$ cat config.mk
export PLATFORM = sky130hd
export DESIGN_NAME = pcds_front
export DESIGN_NICKNAME = d
export VERILOG_FILES = /design/src/sv/pcds_pkg.sv /design/src/sv/pcds_front.sv
export SDC_FILE = /design/constraint.sdc
export NUM_CORES = 1
export LEC_CHECK = 0
export ABC_CLOCK_PERIOD_IN_PS = 2200
export BUFFER_PORTS_ARGS = -buffer_cell sky130_fd_sc_hd__buf_2
export CAP_MARGIN = 20
export CORE_MARGIN = 3
export CORE_UTILIZATION = 40
export DETAILED_ROUTE_END_ITERATION = 8
export HOLD_SLACK_MARGIN = 0.06
export SLEW_MARGIN = 40
export SYNTH_ARGS = -nofsm -noshare
export SYNTH_HDL_FRONTEND = slang
export SYNTH_SLANG_ARGS = --single-unit
$ cat constraint.sdc
create_clock -name aclk -period 2.2 [get_ports aclk]
set_input_delay 0.44 -clock aclk [delete_from_list [all_inputs] [get_ports aclk]]
set_output_delay 0.44 -clock aclk [all_outputs]
set_load 0.03 [all_outputs]
$ cat src/sv/pcds_pkg.sv
// Shared types and constants for the per-channel delay statistics block.
// No dependencies; every other file of the block imports this package.
`timescale 1ns / 1ps

package pcds_pkg;

    localparam int CHAN_W   = 4;
    localparam int DELAY_W  = 32;
    localparam int CNT_W    = 32;
    localparam int S_DATA_W = 40;
    localparam int M_DATA_W = 168;

    localparam logic [CNT_W-1:0] COUNT_MAX = {CNT_W{1'b1}};

    // Kind of event carried on the input tuser bit.
    localparam logic OP_PRODUCE = 1'b0;
    localparam logic OP_CONSUME = 1'b1;

    // Depth of the command queue between front and back.
    localparam int QUEUE_DEPTH = 2;

    // Number of quotient bits the divider produces, one per cycle.
    localparam int DIV_STEPS = 32;

    // One statistics table entry.
    typedef struct packed {
        logic [DELAY_W-1:0] peak_delay;
        logic [DELAY_W-1:0] mean_delay;
        logic [DELAY_W-1:0] least_delay;
        logic [CNT_W-1:0]   eaten_count;
        logic [CNT_W-1:0]   made_count;
    } stats_entry_t;

    // Classified command handed from the front to the back.
    typedef struct packed {
        logic               op;
        logic [CHAN_W-1:0]  channel;
        logic [DELAY_W-1:0] delay;
        logic               bad;
    } cmd_t;

    // Request to the iterative divider.
    typedef struct packed {
        logic                 start;
        logic [2*CNT_W-1:0]   dividend;
        logic [CNT_W-1:0]     divisor;
    } div_req_t;

    // Response of the iterative divider.
    typedef struct packed {
        logic               done;
        logic [CNT_W-1:0]   quotient;
    } div_rsp_t;

    // Back-end sequencer states.
    typedef enum logic [2:0] {
        B_IDLE,
        B_READ,
        B_CALC,
        B_MUL,
        B_DIV_START,
        B_DIV_WAIT,
        B_WRITE
    } back_state_t;

endpackage

$ cat src/sv/pcds_front.sv
// Front end: accepts input words, flags out-of-range channels and queues commands.
// Depends on pcds_pkg.
`timescale 1ns / 1ps

module pcds_front
    import pcds_pkg::*;
#(
    parameter int CHANNELS = 16
) (
    input  logic                aclk,
    input  logic                aresetn,
    input  logic                s_tvalid,
    output logic                s_tready,
    input  logic [S_DATA_W-1:0] s_tdata,   // channel[3:0], delay[35:4], zero pad
    input  logic                s_tuser,   // op
    output logic                cmd_valid,
    output cmd_t                cmd,
    input  logic                cmd_pop
);

    localparam int CMP_W = 9;

    cmd_t        q_mem_reg [QUEUE_DEPTH];
    logic        wr_ptr_reg;
    logic        rd_ptr_reg;
    logic [1:0]  count_reg;
    logic        push;
    logic        pop;
    cmd_t        in_cmd;

    // Classify the incoming word.
    always_comb begin
        in_cmd.op      = s_tuser;
        in_cmd.channel = s_tdata[CHAN_W-1:0];
        in_cmd.delay   = s_tdata[CHAN_W+DELAY_W-1:CHAN_W];
        in_cmd.bad     = ({{(CMP_W-CHAN_W){1'b0}}, s_tdata[CHAN_W-1:0]} >= CMP_W'(CHANNELS));
    end

    assign s_tready  = (count_reg != 2'(QUEUE_DEPTH));
    assign push      = s_tvalid && s_tready;
    assign cmd_valid = (count_reg != 2'd0);
    assign pop       = cmd_pop && cmd_valid;
    assign cmd       = q_mem_reg[rd_ptr_reg];

    // Queue storage.
    always_ff @(posedge aclk) begin
        if (push) begin
            q_mem_reg[wr_ptr_reg] <= in_cmd;
        end
    end

    // Queue pointers and fill count.
    always_ff @(posedge aclk) begin
        if (!aresetn) begin
            wr_ptr_reg <= 1'b0;
            rd_ptr_reg <= 1'b0;
            count_reg  <= 2'd0;
        end else begin
            if (push) begin
                wr_ptr_reg <= ~wr_ptr_reg;
            end
            if (pop) begin
                rd_ptr_reg <= ~rd_ptr_reg;
            end
            if (push && !pop) begin
                count_reg <= count_reg + 2'd1;
            end else if (pop && !push) begin
                count_reg <= count_reg - 2'd1;
            end
        end
    end

endmodule

# ---- Yosys cells after proc, flatten, opt, wreduce, memory -nomap -nowiden
# Memory sizes are Yosys's and may differ from the RTL's. A register that Yosys moved wholly into a read port is not among the register bits.
# Index checks and enable logic that the tools add are counted.
# Widths: inputs -> output; s select.
dict set report classes {
  addsub 2
  n_mul 0
  div_mod_pow 0
  magnitude_cmp 0
  n_eq_ne 1
  n_shift 0
  mux 6
  bitwise 2
  reduce_logical 8
}
# operator count
set op_table {}
lappend op_table {{$logic_and 1x1->1} 4}
lappend op_table {{$mux 1} 4}
lappend op_table {{$mux 2} 2}
lappend op_table {{$reduce_bool 2->1} 2}
lappend op_table {{$add 2x1->2 const B} 1}
lappend op_table {{$logic_not 1->1} 2}
lappend op_table {{$ne 2x2->1 const B} 1}
lappend op_table {{$not 1->1} 2}
lappend op_table {{$sub 2x1->2 const B} 1}
dict set report word_totals {
  reg_bits 4
  latch_bits 0
  ramBits 74
  mem_bits_ro 0
  input_bits 45
  output_inout_bits 40
  wordCells 23
  mem_count 1
}
# name words word_bits rd rd_ports_with_merged_regs write_ports line
set mem_list {}
lappend mem_list {q_mem_reg 2 37 1 1 1 pcds_front.sv:23} ;# cmd_t q_mem_reg [QUEUE_DEPTH];

# ---- Logic depth before layout (Yosys ltp)
dict set report logic_depth {
  depth_word 6
  ltp_mapped 6
  ltp_nobuf 6
}

# ---- Worst setup path after synthesis
# Ideal clock, no wire load.
dict set report synth_timing {
  path_type {flip-flop to flip-flop}
  startpoint {register count_reg[0]}
  endpoint {memory q_mem_reg[1][0] (netlist name), enable pin}
  setup_time_ps 398
  arrival_time_ps 1576
  required_ps 1802
  slack_ps 226
  stages_incl_launch_ff 3
  path_buffers 0
  synth_period_minus_slack_ps 1974
  path_cell_list {dfxtp_1 -> nand2b_4 -> and3_1}
}
dict set report synth_via {
  elab_chain_len 4
}
# item line
set synth_lines {}
lappend synth_lines {{start: declaration} pcds_front.sv:26} ;# logic [1:0] count_reg;
lappend synth_lines {{start signal: assignment} pcds_front.sv:66} ;# count_reg <= count_reg + 2'd1;
lappend synth_lines {{start signal: assignment} pcds_front.sv:68} ;# count_reg <= count_reg - 2'd1;
lappend synth_lines {{$ne 2x2->1} pcds_front.sv:39} ;# assign s_tready = (count_reg != 2'(QUEUE_DEPTH));
lappend synth_lines {{named net s_tready} pcds_front.sv:13} ;# output logic s_tready,
lappend synth_lines {{$logic_and 1x1->1} pcds_front.sv:40} ;# assign push = s_tvalid && s_tready;
lappend synth_lines {{$mux 1} pcds_front.sv:47} ;# if (push) begin
lappend synth_lines {{$mux 1 (not written as such)} pcds_front.sv:48} ;# q_mem_reg[wr_ptr_reg] <= in_cmd;
lappend synth_lines {{end: declaration} pcds_front.sv:23}
# The timed path passes the listed nets, and every way through them passes these cells.

==> run metrics <==
Max Cap Viol=0; initial antenna violation count=0; post-synthesis sequential area ratio=0.795; detailed placement HPWL=3.08 mm; Fillers=578; # diodes=0; Setup-failing EPs final=0; Via-to-Cell Ratio=roughly 4.5; WHS=288 ps; die width=~90 µm; Total Wirelength=between 4 and 5 mm; Fin. Hold Viols=0; Final Wtd Congestion=roughly 0.66; initial drt markers=34; largest driver fanout on the critical path=30; cells after synthesis=roughly 140; # DRC=0; DIE AREA=around 0.0084 mm²; first-pass GRT wire length=7.34 mm; CTS resizes=0; slowest CP cell=dfxtp_2; core area=slightly below 0.007 mm²; DIE HEIGHT=approximately 91 µm; GR Overflow Total=0; ratio of cells with drive above 1 in the final layout=0.591; outcome=finished, final reports clean; Critical Path RT=about 1800 ps; total I/O pin count=85; final count of pins violating max slew=0; Initial Util=0.421; total CTS buffers=9; crit path DAT=1580 ps; Avg Synthesized Cell Area=between 20 and 25 µm²; fin crit period=about 2000 ps; post-route setup TNS=0 ps; pin count of the biggest net entering global routing=31; synthesized cell area=just under 0.003 mm²; max reg flops=74; Leakage=1.36 nW; # port buffers=79; Critical Path Max Stage Delay=between 400 and 500 ps; clk sinks=79; crit path kind=reg2out; Power Density=1190 mW/mm²; crit path launch type=flop; number of synthesis warnings=0; critical-path cell list=buf_12, mux2_2, buf_2; Root Driver=clkbuf_8; number of global-route vias before repair=approximately 1,600; antenna viol nets, final=0; worst hold path class=in2reg; number of distinct library cells after synthesis=21; Routed wire per std cell=around 14 µm; maximum vdd drop=~0.57 mV; Seq cells post-synth=79; syn nets=187; Buf+Inv Stages, Crit Path=2; Clock Path Buffers=2; CP Capture Type=output pin; Final period util=0.920; clock skew=between 4 and 5 ps; # rows=30; Post-CTS Setup Bufs=0; via count=about 1,500; nets=between 200 and 300; Clock Latency Late Sink=330 ps; H-tree depth=3; CTS tree=built; fmax=494 MHz; First-pass DRT Iterations=4; RSZ-0062 raised after global routing=no; CTS Hold Bufs=0; clock slew at reported path FFs=80 ps; cell family with most CP delay=flip-flops; Syn-to-layout area delta=24.9%; Total Routing Usage GR=0.117
## layout make-up
| cell class | instances | area (µm²) | area share |
|---|---|---|---|
| tap | 96 | 120 | 0.0329 |
| timing repair buffer | 83 | 450 | 0.123 |
| multi-input combinational | 56 | 561 | 0.154 |
| clock inverter | 6 | 61.3 | 0.0168 |
| inverter | 1 | 3.75 | 0.00103 |
| clock buffer | 10 | 128 | 0.0350 |
| sequential | 79 | 2320 | 0.637 |
## cell families after synthesis
logic type      count (synthesis)  share of synthesized area
flops                          79                      0.795
mux                            37                      0.143
simple gates                    9                     0.0223
buf+inv                         6                     0.0133
compound gates                  5                     0.0120
xor+xnor                        3                    0.00900
fa+ha+maj                       1                    0.00428
other cells                     1                    0.00128
## through the flow
step	util	total power, W	area, µm²	cells	setup WS [ps]
5_1_grt	0.525	0.00455	3650	331	106
2_1_floorplan	-	0.00302	2920	141	226
4_1_cts	0.525	0.00441	3650	331	133
3_5_place_dp	0.498	0.00340	3460	315	512
6_report	0.525	0.00434	3650	331	176
3_3_place_gp	0.498	0.00339	3460	315	501
## where the power goes
group	switching (W)	internal, W	leakage [nW]
clock	0.000480	0.000518	0.0859
sequential	0.0000802	0.00188	0.733
combinational	0.000858	0.000527	0.538
## metal layers
metal / up-vias / wire (µm) / GRT usage
met5: - / 0 / 0
met4: 0 / 60 / 0.0603
met3: 6 / 389 / 0.0447
met2: 53 / 2350 / 0.189
met1: 725 / 1900 / 0.135
li1: 719 / - / -
## placed cells by master (no fill, tap or decap), types with 2 or more instances in the layout
cell / count
edfxtp_1: 74
xnor2_1: 2
clkinvlp_4: 3
buf_12: 2
buf_4: 2
clkbuf_8: 9
buf_2: 79
and2_1: 4
dfxtp_1: 4
mux2_2: 37
## worst paths after layout
kind                                    from                to  slack, ps  cells after the start
worst max-delay path                    flop           cmd[21]        180                      3
worst min-delay path             s_tdata[16]  q_mem_reg[1][12]        290                      1
worst max register to register  count_reg[0]  q_mem_reg[1][30]        620                      3
worst min register to register  count_reg[1]      count_reg[1]        560                      2
## cell usage after synthesis
| cell type | instances | area share |
|---|---|---|
| edfxtp_1 | 74 | 0.76 |
| xnor2_1 | 2 | 0.0060 |
| buf_2 | 1 | 0.0017 |
| o21ai_0 | 1 | 0.0017 |
| and3_1 | 1 | 0.0021 |
| a21boi_1 | 1 | 0.0026 |
| nand3b_1 | 1 | 0.0026 |
| conb_1 | 1 | 0.0013 |
| nand2b_4 | 1 | 0.0047 |
| xor2_1 | 1 | 0.0030 |
| o21ai_1 | 1 | 0.0017 |
| ha_1 | 1 | 0.0043 |
| or2_2 | 1 | 0.0021 |
| buf_4 | 4 | 0.010 |
| dfxtp_1 | 5 | 0.034 |
| inv_1 | 1 | 0.0013 |
| a21bo_2 | 1 | 0.0034 |
| mux2_2 | 37 | 0.14 |
| and2_1 | 4 | 0.0086 |
| or3_1 | 1 | 0.0021 |
| a21boi_0 | 1 | 0.0026 |
## worst register-to-register path: cells and delay by family (launching register included)
family	cells	cell delay, ps
simple gates	2	610
flops	1	410
buf+inv	1	250
Note: power is estimated with default switching activity, not from simulation.
